--- config.mk ---
export PLATFORM = sky130hd
export DESIGN_NAME = drain_pump_valve_controller_unit_flat
export DESIGN_NICKNAME = d
export VERILOG_FILES = /design/src/hdl/dpvc_pkg.sv /design/src/hdl/dpvc_if.sv /design/src/hdl/drain_pump_valve_controller_unit.sv /design/src/flat_wrapper.sv
export VERILOG_INCLUDE_DIRS = /design/src /design/src/hdl
export SDC_FILE = /design/constraint.sdc
export NUM_CORES = 1
export LEC_CHECK = 0
export ABC_AREA = 1
export BUFFER_PORTS_ARGS = -buffer_cell sky130_fd_sc_hd__buf_2
export CORE_MARGIN = 4
export CORE_UTILIZATION = 54
export CTS_CLUSTER_DIAMETER = 120
export DETAILED_ROUTE_END_ITERATION = 7
export GPL_ROUTABILITY_DRIVEN = 1
export PLACE_DENSITY = 0.86
export SLEW_MARGIN = 0
export SYNTH_ARGS = -nofsm -noshare
export SYNTH_HDL_FRONTEND = slang
export SYNTH_SLANG_ARGS = --single-unit
--- constraint.sdc ---
create_clock -name clk -period 3.3 [get_ports clk]
set_clock_uncertainty 0.15 [all_clocks]
set_input_delay 0.495 -clock clk [delete_from_list [all_inputs] [get_ports clk]]
set_output_delay 0.495 -clock clk [all_outputs]
set_load 0.02 [all_outputs]
--- src/hdl/assert_macros.svh ---
// Assertion macros for the RTL that checks itself.
`ifndef ASSERT_MACROS_SVH
`define ASSERT_MACROS_SVH

// Property that must hold at every clock edge outside reset.
`define ASSERT_ALWAYS(lbl, prop) \
  lbl: assert property (@(posedge clk) disable iff (!rst_n) (prop)) \
    else $error("assertion failed");

// Consequent that must hold in the cycle after the antecedent.
`define ASSERT_NEXT(lbl, ante, cons) \
  lbl: assert property (@(posedge clk) disable iff (!rst_n) (ante) |=> (cons)) \
    else $error("assertion failed");

`endif

--- src/hdl/dpvc_pkg.sv ---
// Types, codes and constants of the drain pump valve controller.
package dpvc_pkg;

  localparam int unsigned TimerW     = 16;
  localparam int unsigned CurrentW   = 10;
  localparam int unsigned DryW       = 7;
  localparam int unsigned CfgIndexW  = 2;
  localparam int unsigned CfgDataW   = 16;

  localparam logic [TimerW-1:0]   RunLimitReset   = 16'd3000;
  localparam logic [TimerW-1:0]   FinishTimeReset = 16'd600;
  localparam logic [TimerW-1:0]   ValveOpenReset  = 16'd400;
  localparam logic [CurrentW-1:0] FeedbackReset   = 10'd100;
  localparam logic [TimerW:0]     FeedbackDelay   = 17'd30;
  localparam logic [DryW-1:0]     DryLimit        = 7'd100;

  typedef enum logic [CfgIndexW-1:0] {
    CFG_RUN_LIMIT       = 2'd0,
    CFG_FINISH_TIME     = 2'd1,
    CFG_VALVE_OPEN_TIME = 2'd2,
    CFG_FEEDBACK_THR    = 2'd3
  } cfg_index_t;

  typedef enum logic [1:0] {
    TONE_NONE    = 2'd0,
    TONE_WARNING = 2'd1,
    TONE_ON      = 2'd2,
    TONE_OFF     = 2'd3
  } tone_t;

  typedef enum logic [1:0] {
    LEVEL_EMPTY  = 2'd0,
    LEVEL_LOW    = 2'd1,
    LEVEL_HIGH   = 2'd2,
    LEVEL_SENSOR = 2'd3
  } level_t;

  typedef enum logic {
    KIND_TICK = 1'b0,
    KIND_KEY  = 1'b1
  } kind_t;

  typedef struct packed {
    logic                kind;
    logic                filter_ok;
    logic                all_lock;
    logic                memento_active;
    logic                pump_error;
    logic                leak_error;
    logic                auto_drain_busy;
    logic                water_out;
    logic [1:0]          drain_level;
    logic [CurrentW-1:0] pump_current;
  } in_item_t;

  typedef struct packed {
    logic       pump_on;
    logic       valve_on;
    logic       running;
    logic [1:0] tone;
  } out_item_t;

endpackage

--- src/hdl/dpvc_if.sv ---
// Valid/ready channel interfaces: input beats, result beats and register writes.
interface dpvc_in_if;
  import dpvc_pkg::*;
  logic     valid;
  logic     ready;
  in_item_t data;
  modport source (output valid, output data, input ready);
  modport sink (input valid, input data, output ready);
endinterface

interface dpvc_out_if;
  import dpvc_pkg::*;
  logic      valid;
  logic      ready;
  out_item_t data;
  modport source (output valid, output data, input ready);
  modport sink (input valid, input data, output ready);
endinterface

interface dpvc_cfg_if;
  import dpvc_pkg::*;
  logic                 valid;
  logic                 ready;
  logic [CfgIndexW-1:0] index;
  logic [CfgDataW-1:0]  wdata;
  modport source (output valid, output index, output wdata, input ready);
  modport sink (input valid, input index, input wdata, output ready);
endinterface

--- src/hdl/drain_pump_valve_controller_unit.sv ---
// Manual drain controller: key and tick beats in, drive and tone beats out.
//
// Channels: in_ch carries one beat per key press or periodic tick, with the
// interlock flags, the tank level code and a pump current sample. out_ch
// returns exactly one beat per input beat: pump and valve drives, the run
// flag and the tone, all as they stand after that beat. cfg_ch writes one
// of four registers (run limit, finish time, valve open time, feedback
// threshold); it is always ready and is meant to be used while idle.
// Latency: the result beat is valid in the cycle after its input beat.
// Throughput: one beat per cycle. The whole update is a short compare and
// counter step from the state registers into the result register, so a
// new beat is taken every cycle the result register is empty or drained.
// Reset (rst_n low, synchronous) stops the drain, zeroes all timers and
// drives, empties the result register and reloads register defaults.
// A stalled receiver holds the result beat; in_ch.ready drops only while
// a result waits and out_ch.ready is low.
module drain_pump_valve_controller_unit (
  input logic             clk,
  input logic             rst_n,
  dpvc_cfg_if.sink        cfg_ch,
  dpvc_in_if.sink         in_ch,
  dpvc_out_if.source      out_ch
);
  import dpvc_pkg::*;

  // Configuration registers
  logic [TimerW-1:0]   run_limit_r;
  logic [TimerW-1:0]   finish_time_r;
  logic [TimerW-1:0]   valve_open_time_r;
  logic [CurrentW-1:0] feedback_thr_r;

  // Drain state
  logic              run_flag_r,       run_flag_nxt;
  logic              pump_drive_r,     pump_drive_nxt;
  logic              valve_drive_r,    valve_drive_nxt;
  logic              came_from_high_r, came_from_high_nxt;
  logic [TimerW-1:0] run_timer_r,      run_timer_nxt;
  logic [TimerW-1:0] start_timer_r,    start_timer_nxt;
  logic [TimerW-1:0] empty_timer_r,    empty_timer_nxt;
  logic [DryW-1:0]   dry_count_r,      dry_count_nxt;

  // Result register
  logic      out_valid_r, out_valid_nxt;
  out_item_t out_data_r,  out_data_nxt;

  logic      in_beat;
  logic      fault;
  logic      no_flow;
  logic [TimerW:0] open_end;
  tone_t     tone;

  function automatic logic [TimerW-1:0] sat_inc(input logic [TimerW-1:0] v);
    sat_inc = (v == {TimerW{1'b1}}) ? v : v + 1'b1;
  endfunction

  assign cfg_ch.ready = 1'b1;

  // Take a beat whenever the result register is free or being drained
  assign in_ch.ready = !out_valid_r || out_ch.ready;
  assign in_beat     = in_ch.valid && in_ch.ready;

  assign fault   = !in_ch.data.filter_ok || in_ch.data.pump_error ||
                   in_ch.data.leak_error || in_ch.data.auto_drain_busy;
  assign no_flow  = in_ch.data.pump_current <= feedback_thr_r;
  assign open_end = {1'b0, valve_open_time_r} + FeedbackDelay;

  always_comb begin
    run_flag_nxt       = run_flag_r;
    pump_drive_nxt     = pump_drive_r;
    valve_drive_nxt    = valve_drive_r;
    came_from_high_nxt = came_from_high_r;
    run_timer_nxt      = run_timer_r;
    start_timer_nxt    = start_timer_r;
    empty_timer_nxt    = empty_timer_r;
    dry_count_nxt      = dry_count_r;
    tone               = TONE_NONE;

    if (in_ch.data.kind == KIND_KEY) begin
      // Key press: interlocks first, then toggle; drives follow on the next tick
      if (!in_ch.data.filter_ok || in_ch.data.all_lock) begin
        tone = TONE_WARNING;
      end else if (!in_ch.data.memento_active) begin
        if (!run_flag_r) begin
          if (fault || in_ch.data.water_out) begin
            tone = TONE_WARNING;
          end else begin
            tone         = TONE_ON;
            run_flag_nxt = 1'b1;
          end
        end else begin
          tone         = TONE_OFF;
          run_flag_nxt = 1'b0;
        end
      end
    end else begin
      // Tick: abort on a fault, otherwise advance the level sequence
      if (run_flag_r && fault) begin
        tone         = TONE_WARNING;
        run_flag_nxt = 1'b0;
      end
      if (!run_flag_nxt || (sat_inc(run_timer_r) >= run_limit_r)) begin
        // Stopped or out of time: drop drives and clear all timers
        run_flag_nxt       = 1'b0;
        run_timer_nxt      = '0;
        pump_drive_nxt     = 1'b0;
        valve_drive_nxt    = 1'b0;
        came_from_high_nxt = 1'b0;
        start_timer_nxt    = '0;
        empty_timer_nxt    = '0;
        dry_count_nxt      = '0;
      end else begin
        run_timer_nxt = sat_inc(run_timer_r);
        case (in_ch.data.drain_level)
          LEVEL_EMPTY: begin
            pump_drive_nxt     = 1'b0;
            came_from_high_nxt = 1'b0;
            start_timer_nxt    = '0;
            dry_count_nxt      = '0;
            empty_timer_nxt    = sat_inc(empty_timer_r);
            if (empty_timer_nxt >= finish_time_r) begin
              // Finished: force the run timer to the limit so the next tick stops
              empty_timer_nxt = '0;
              run_timer_nxt   = run_limit_r;
            end
          end
          LEVEL_LOW: begin
            empty_timer_nxt = '0;
            if (!came_from_high_r) begin
              // Delayed pump start after empty, then a feedback check on every tick; no flow restarts the delay
              start_timer_nxt = sat_inc(start_timer_r);
              if (start_timer_nxt >= valve_open_time_r) begin
                pump_drive_nxt = 1'b1;
                if ({1'b0, start_timer_nxt} >= open_end) begin
                  start_timer_nxt = no_flow ? '0 : open_end[TimerW-1:0];
                end
              end else begin
                pump_drive_nxt = 1'b0;
              end
            end else begin
              // Falling from high: count dry samples, stop pump at the cap
              start_timer_nxt = '0;
              if (no_flow) begin
                if (dry_count_r + 1'b1 >= DryLimit) begin
                  dry_count_nxt  = DryLimit;
                  pump_drive_nxt = 1'b0;
                end else begin
                  dry_count_nxt  = dry_count_r + 1'b1;
                  pump_drive_nxt = 1'b1;
                end
              end else begin
                dry_count_nxt  = '0;
                pump_drive_nxt = 1'b1;
              end
            end
          end
          default: begin
            // High level or sensor error: pump on, remember the high extreme
            pump_drive_nxt     = 1'b1;
            came_from_high_nxt = 1'b1;
            dry_count_nxt      = '0;
          end
        endcase
        // Hold the valve open for the whole run
        valve_drive_nxt = 1'b1;
      end
    end

    out_data_nxt.pump_on  = pump_drive_nxt;
    out_data_nxt.valve_on = valve_drive_nxt;
    out_data_nxt.running  = run_flag_nxt;
    out_data_nxt.tone     = tone;

    out_valid_nxt = in_beat || (out_valid_r && !out_ch.ready);
  end

  always_ff @(posedge clk) begin
    if (!rst_n) begin
      run_limit_r       <= RunLimitReset;
      finish_time_r     <= FinishTimeReset;
      valve_open_time_r <= ValveOpenReset;
      feedback_thr_r    <= FeedbackReset;
    end else if (cfg_ch.valid && cfg_ch.ready) begin
      case (cfg_ch.index)
        CFG_RUN_LIMIT:       run_limit_r       <= cfg_ch.wdata;
        CFG_FINISH_TIME:     finish_time_r     <= cfg_ch.wdata;
        CFG_VALVE_OPEN_TIME: valve_open_time_r <= cfg_ch.wdata;
        CFG_FEEDBACK_THR:    feedback_thr_r    <= cfg_ch.wdata[CurrentW-1:0];
        default:             run_limit_r       <= run_limit_r;
      endcase
    end
  end

  always_ff @(posedge clk) begin
    if (!rst_n) begin
      run_flag_r       <= 1'b0;
      pump_drive_r     <= 1'b0;
      valve_drive_r    <= 1'b0;
      came_from_high_r <= 1'b0;
      run_timer_r      <= '0;
      start_timer_r    <= '0;
      empty_timer_r    <= '0;
      dry_count_r      <= '0;
      out_valid_r      <= 1'b0;
    end else begin
      out_valid_r <= out_valid_nxt;
      if (in_beat) begin
        run_flag_r       <= run_flag_nxt;
        pump_drive_r     <= pump_drive_nxt;
        valve_drive_r    <= valve_drive_nxt;
        came_from_high_r <= came_from_high_nxt;
        run_timer_r      <= run_timer_nxt;
        start_timer_r    <= start_timer_nxt;
        empty_timer_r    <= empty_timer_nxt;
        dry_count_r      <= dry_count_nxt;
      end
    end
  end

  always_ff @(posedge clk) begin
    if (in_beat) begin
      out_data_r <= out_data_nxt;
    end
  end

  assign out_ch.valid = out_valid_r;
  assign out_ch.data  = out_data_r;

`include "assert_macros.svh"

  `ASSERT_ALWAYS(a_dry_count_capped, dry_count_r <= DryLimit)
  `ASSERT_NEXT(a_beat_gives_result, in_beat, out_valid_r)
  `ASSERT_NEXT(a_valve_open_while_running,
               in_beat && (in_ch.data.kind == KIND_TICK) && run_flag_nxt,
               out_data_r.valve_on && out_data_r.running)

endmodule
--- src/flat_wrapper.sv ---
// flat-port wrapper written by rule: the top's interface ports become plain ports
module drain_pump_valve_controller_unit_flat import dpvc_pkg::*;
  (clk, rst_n, cfg_ch_valid, cfg_ch_index, cfg_ch_wdata, cfg_ch_ready, in_ch_valid, in_ch_data, in_ch_ready, out_ch_valid, out_ch_data, out_ch_ready);
  dpvc_cfg_if cfg_ch_i ();
  dpvc_in_if in_ch_i ();
  dpvc_out_if out_ch_i ();
  input logic clk;
  input logic rst_n;
  input wire logic [$bits(cfg_ch_i.valid)-1:0] cfg_ch_valid;
  input wire logic [$bits(cfg_ch_i.index)-1:0] cfg_ch_index;
  input wire logic [$bits(cfg_ch_i.wdata)-1:0] cfg_ch_wdata;
  output wire logic [$bits(cfg_ch_i.ready)-1:0] cfg_ch_ready;
  input wire logic [$bits(in_ch_i.valid)-1:0] in_ch_valid;
  input wire logic [$bits(in_ch_i.data)-1:0] in_ch_data;
  output wire logic [$bits(in_ch_i.ready)-1:0] in_ch_ready;
  output wire logic [$bits(out_ch_i.valid)-1:0] out_ch_valid;
  output wire logic [$bits(out_ch_i.data)-1:0] out_ch_data;
  input wire logic [$bits(out_ch_i.ready)-1:0] out_ch_ready;
  assign cfg_ch_i.valid = cfg_ch_valid;
  assign cfg_ch_i.index = cfg_ch_index;
  assign cfg_ch_i.wdata = cfg_ch_wdata;
  assign cfg_ch_ready = cfg_ch_i.ready;
  assign in_ch_i.valid = in_ch_valid;
  assign in_ch_i.data = in_ch_data;
  assign in_ch_ready = in_ch_i.ready;
  assign out_ch_valid = out_ch_i.valid;
  assign out_ch_data = out_ch_i.data;
  assign out_ch_i.ready = out_ch_ready;
  drain_pump_valve_controller_unit u_core (.clk(clk), .rst_n(rst_n), .cfg_ch(cfg_ch_i), .in_ch(in_ch_i), .out_ch(out_ch_i));
endmodule
* Word level (Yosys, flattened, before mapping)
Cells that the tools add are included. Widths: inputs -> output; s select.
Word-level totals: output and inout port bits 8, register bits 123, word-level logic and storage cells 109
Cells by class: add/sub/neg operators 5, reductions and logical operators 26, bitwise operators 1, mux-type cells 45, equality and inequality tests 9, magnitude comparators 6
Operator list (number):
- $mux 16 | 13
- $pmux 16 s2 | 2
- $add 16x1->16 const B | 3
- $eq 16x16->1 const B | 3
- $ge 16x16->1 | 3
- $mux 7 | 5
- $mux 1 | 18
- $add 16x5->17 const B | 1
- $ge 16x17->1 | 1
- $le 10x10->1 | 1
- $mux 2 | 5
- $reduce_and 2->1 | 5
- $reduce_and 3->1 | 3
- $logic_or 1x1->1 | 8
- $add 7x1->7 const B | 1
- $ge 7x7->1 const B | 1
- $eq 2x1->1 const B | 2
- $eq 2x2->1 const B | 2
- $logic_not 1->1 | 4
- $logic_not 2->1 | 2
- $pmux 1 s2 | 2
- $logic_and 1x1->1 | 3
- $ne 3x1->1 const B | 1
- $reduce_bool 3->1 | 1
- other kinds (2) | 2

* Depth between registers and ports, before layout
depth in word-level cells 11, mapped depth 25, gate-level depth less buffers 25

* Worst setup path before layout
No wires, ideal clock.
kind register to register, from reg u_core.run_timer_r[0], to reg u_core.dry_count_r[2], setup slack 71 ps, data required time 3034 ps, stages on the path, launching flop included 21, setup time 116 ps, arrival time 2963 ps, clock period less this slack 3229 ps, path through dfxtp_1 > ha_1 > nand3_1 > nor2_2 > nand2_2 > nor3_4 > nand2_4 > nand2_1 > xor2_1 > inv_1 > ha_1 > a21oi_1 > o21ai_1 > a21oi_2 > nand4_2 > nor2_1 > nand2_1 > nand2_2 > inv_2 > nor2_1 > nor2_1
On the way: cells in the longest elaborated chain, start to end 6, elaborated cells on any way between the ends 8, classes of those cells add/sub: 1; order compare: 1; eq/ne: 2; mux: 2; reduce/logical: 2
Ends and longest elaborated chain:
- start, declared | line drain_pump_valve_controller_unit.sv:37 | logic [TimerW-1:0] run_timer_r, run_timer_nxt;
- start signal, assigned | line drain_pump_valve_controller_unit.sv:211 | run_timer_r <= run_timer_nxt;
- $add 16x1->16 or $eq 16x16->1 (tied branches) | line drain_pump_valve_controller_unit.sv:53 | sat_inc = (v == {TimerW{1'b1}}) ? v : v + 1'b1;
- $mux 16 (*) | line drain_pump_valve_controller_unit.sv:53
- $ge 16x16->1 (*) | line drain_pump_valve_controller_unit.sv:101 | if (!run_flag_nxt || (sat_inc(run_timer_r) >= run_limit_r)) begin
- $logic_or 1x1->1 (*) | line drain_pump_valve_controller_unit.sv:101
- $ne 3x1->1 (no line)
- $reduce_and 3->1 (no line)
- end signal, assigned | line drain_pump_valve_controller_unit.sv:214 | dry_count_r <= dry_count_nxt;
- end, declared | line drain_pump_valve_controller_unit.sv:40 | logic [DryW-1:0] dry_count_r, dry_count_nxt;
Every way passes the cells marked *; elsewhere a longest branch is shown, timed or not. A chain may end at the register's enable or synchronous reset.

* Worst setup path in the final report
from reg u_core.run_timer_r[1], to reg u_core.start_timer_r[4]
On the way: cells in the longest elaborated chain, start to end 6, elaborated cells on any way between the ends 8, classes of those cells add/sub: 1; order compare: 1; eq/ne: 1; mux: 2; reduce/logical: 3
Ends and longest elaborated chain:
- $add 16x1->16 or $eq 16x16->1 (tied branches) | line drain_pump_valve_controller_unit.sv:53
- $mux 16 (*) | line drain_pump_valve_controller_unit.sv:53
- $ge 16x16->1 (*) | line drain_pump_valve_controller_unit.sv:101
- $logic_or 1x1->1 (*) | line drain_pump_valve_controller_unit.sv:101
- $reduce_bool 3->1 (no line)
- $reduce_and 3->1 (no line)
- end signal, assigned | line drain_pump_valve_controller_unit.sv:212 | start_timer_r <= start_timer_nxt;
- end, declared | line drain_pump_valve_controller_unit.sv:38 | logic [TimerW-1:0] start_timer_r, start_timer_nxt;
Marked as above.

==> impl_results.md <==
- Status: complete, but fails checks
- Failing checks: design-rule violations, negative setup slack
- Initial antenna violation count: 2
- Slew Limit Fails: 0
- Post-synth ARST share: 0%
- Fin. Hold Viols: 0
- Reg2Reg Setup Slack: -1010 ps
- Critical Path Source Type: flop
- Gr usage total: around 28%
- Site Rows: 45
- CP Class: flop to flop
- Vias in the first global route: between 8,000 and 9,000
- Syn nets: ~1,400
- DIE AREA: 18,000 µm²
- Final HPWL DP: between 15,000 and 20,000 µm
- Pwr dens: roughly 370 nW/µm²
- Sw frac: ~29%
- Gr ovfl total: 0
- Worst endpoint data arrival time: 4530 ps
- Sequential share of power: 38.2%
- Final Non-Filler Cells: roughly 1,600
- Fin nets: 1,524
- Rel. slew slack: a little over half
- Sum Neg Setup Slack: -51,200 ps
- Fin crit period: around 4300 ps
- Die extent in x: roughly 130 µm
- Internal power: roughly 3 mW
- Max cap viols: 0
- Clock power share: a little under half
- Area contributors post-synth: dfxtp_1 (28%), ha_1 (11%), nand2_1 (11%)
- Yosys warning count: 0
- Share of layout cells above drive strength 1: ~28%
- Cts bufs inserted: 17
- Worst vdd rail ir drop: ~0.00032 V
- Largest stage delay, worst path: 370 ps
- Syn Inst Count: between 1,000 and 1,500
- PortBufs: a little under 50
- Worst Setup Slack post-DPL: -264 ps
- Initial Util: a little under three fifths
- Primary FF master, synth: dfxtp_1
- Worst Tran Pin Value: 719 ps
- Number of flops mapped to enable cells by yosys: 5
- Clock Path Buffers: 2
- Synth top cells by count: nand2_1 (260), inv_1 (181), a21oi_1 (129)
- Worst hold path type: input port to flop
- # clock sinks: roughly 120
- Leak pwr: roughly 5.3 nW
- CTS tree: yes
- Largest net degree at the start of global routing: 42
- Remaining DRCs: 2
- Via/cell ratio: around 6.4
- DR vias: between 10,000 and 15,000
- Synth top area share: between 20% and 30%
- Fill cells: 920
- DP Cell Count: between 1,500 and 2,000
- CTS H-tree lvls: 4
- Final ANT Viol Nets: 0
- Crit path max fanout: 8
- Routability-driven placement congestion ratio: ~0.94
- P&R area growth vs syn: 33.5%
- Switch Pwr: 1.22 mW
- First-pass GRT wire length: 40,600 µm
- Initial drt markers: around 1,600
- CP most frequent cell: nand2_1
- Final core occ: between 70% and 80%
- Count leader, synth: nand2_1
- Worst skew pair latency: 450 ps
- Routed wire length: about 34,000 µm
- Num ports: 51
- Logic pwr share: 14.8%
- Die Ht: between 100 and 150 µm
- Core Region: between 15,000 and 20,000 µm²
- CP required: 3520 ps
- Number of distinct library cells after synthesis: 43
- #FFs+latches synth: between 100 and 150
- Crit share post-route: 131%
- Mapped Area: between 8000 and 9000 µm²
- Synth Area per Inst: around 6.7 µm²
- Crit. End Element: flop
- Final worst slack: -1010 ps
- Clk pin slew, worst setup/hold paths: ~60 ps
- Finish-stage setup viols: 62
- Total Power: roughly 4.2 mW
- Fmax achieved: roughly 230 MHz
- Area leader, netlist: dfxtp_1
- Register area share after synthesis: 29.3%
- Drt first pass iters: 8
- Slowest cell on the critical path: dfxtp_2
- Routed len/inst: approximately 21 µm
- Clock root buffer: clkbuf_16
- RSZ-0062 raised after global routing: yes
## layer usage
layer	track usage (%)	share of wire (%)	vias to the layer above
met3	5.10	12	329
met2	47.3	45	894
met4	15.3	8.6	2
met5	0	0.047	-
met1	32.6	34	4652
li1	-	-	4468
## cell usage in the layout, fill, tap and decap left out, types with 15 or more instances in the layout
| master | n |
|---|---|
| nand3_2 | 17 |
| o21ai_0 | 61 |
| xor2_1 | 22 |
| ha_4 | 15 |
| buf_2 | 49 |
| nand2_2 | 23 |
| o21ai_1 | 18 |
| inv_1 | 167 |
| nor2_4 | 15 |
| dfxtp_2 | 17 |
| nor2_1 | 85 |
| o211ai_1 | 25 |
| a21oi_2 | 25 |
| ha_1 | 63 |
| nand4_1 | 17 |
| a21oi_1 | 105 |
| clkbuf_16 | 22 |
| nand2_1 | 235 |
| o21ai_2 | 17 |
| dfxtp_1 | 101 |
| buf_4 | 77 |
| nand3_1 | 73 |
## worst paths after layout
| check | start | to | cells after the start |
|---|---|---|---|
| setup / recovery | u_core.run_timer_r[1] | u_core.start_timer_r[4] | 25 |
| hold / removal | cfg_ch_wdata[7] | u_core.valve_open_time_r[7] | 3 |
| hold reg to reg | u_core.feedback_thr_r[1] | u_core.feedback_thr_r[1] | 2 |
| setup reg to reg | u_core.run_timer_r[1] | u_core.start_timer_r[4] | 25 |
## critical path: cells and delay by family, from the launching register on
| family | cells | cell delay (ps) |
|---|---|---|
| AND/OR/NAND/NOR | 16 | 2330 |
| adder cells (fa/ha/maj) | 2 | 390 |
| AO/OA/AOI/OAI | 2 | 330 |
| flip-flops | 1 | 370 |
| buffers and inverters | 5 | 630 |
## repair_timing
action | CTS | global route
hold buffers | 0 | 0
pin swaps | 17 | 88
setup endpoints to repair | 60 | 62
cloned | 1 | 7
buffers inserted | 12 | 23
gates resized for setup | 47 | 209
## kinds of logic (layout without fill, tap and decap cells)
logic type	Yosys count	count (layout)	synth area share, %
and+or+nand+nor	542	543	28.5
other	1	2	0.0437
buffers and inverters	223	366	10.3
AOI/OAI and AO/OA	270	270	17.0
DFF	123	123	29.3
adders and majority gates	78	78	11.4
xor gates and xnor gates	35	35	3.57
## metrics by stage
step	hold WS (ps)	instance area, µm²
after global placement	301	9420
after floorplan	283	8590
after global routing	196	11500
after CTS	159	10300
final	174	11500
after detailed placement	305	9420
## power by group through the flow
stage	sequential, mW	clock [mW]	combinational (mW)
after CTS	1.59	1.92	0.510
after global routing	1.61	2.02	0.673
after detailed placement	1.62	0	0.492
final	1.61	1.97	0.623
after global placement	1.62	0	0.475
after floorplan	1.62	0	0.329
## flip-flops by register name, indices dropped and copies added, names as in the netlist
| register | count |
|---|---|
| u_core.came_from_high_r | 1 |
| u_core.dry_count_r | 7 |
| u_core.empty_timer_r | 16 |
| u_core.feedback_thr_r | 10 |
| u_core.finish_time_r | 16 |
| u_core.out_ch.data | 5 |
| u_core.out_ch.valid | 1 |
| u_core.pump_drive_r | 1 |
| u_core.run_flag_r | 1 |
| u_core.run_limit_r | 16 |
| u_core.run_timer_r | 16 |
| u_core.start_timer_r | 16 |
| u_core.valve_drive_r | 1 |
| u_core.valve_open_time_r | 16 |
## layout make-up
type	count	area [µm²]	share of cell area [%]
antenna	1	2.50	0.0218
tap	211	264	2.30
timing repair buffer	148	1220	10.6
multi-input combinational	927	6120	53.4
sequential	123	2530	22.1
timing repair inverter	1	7.51	0.0655
inverter	185	712	6.21
clock buffer	20	457	3.98
clock inverter	12	146	1.28
Power figures use the tool's default switching activity.
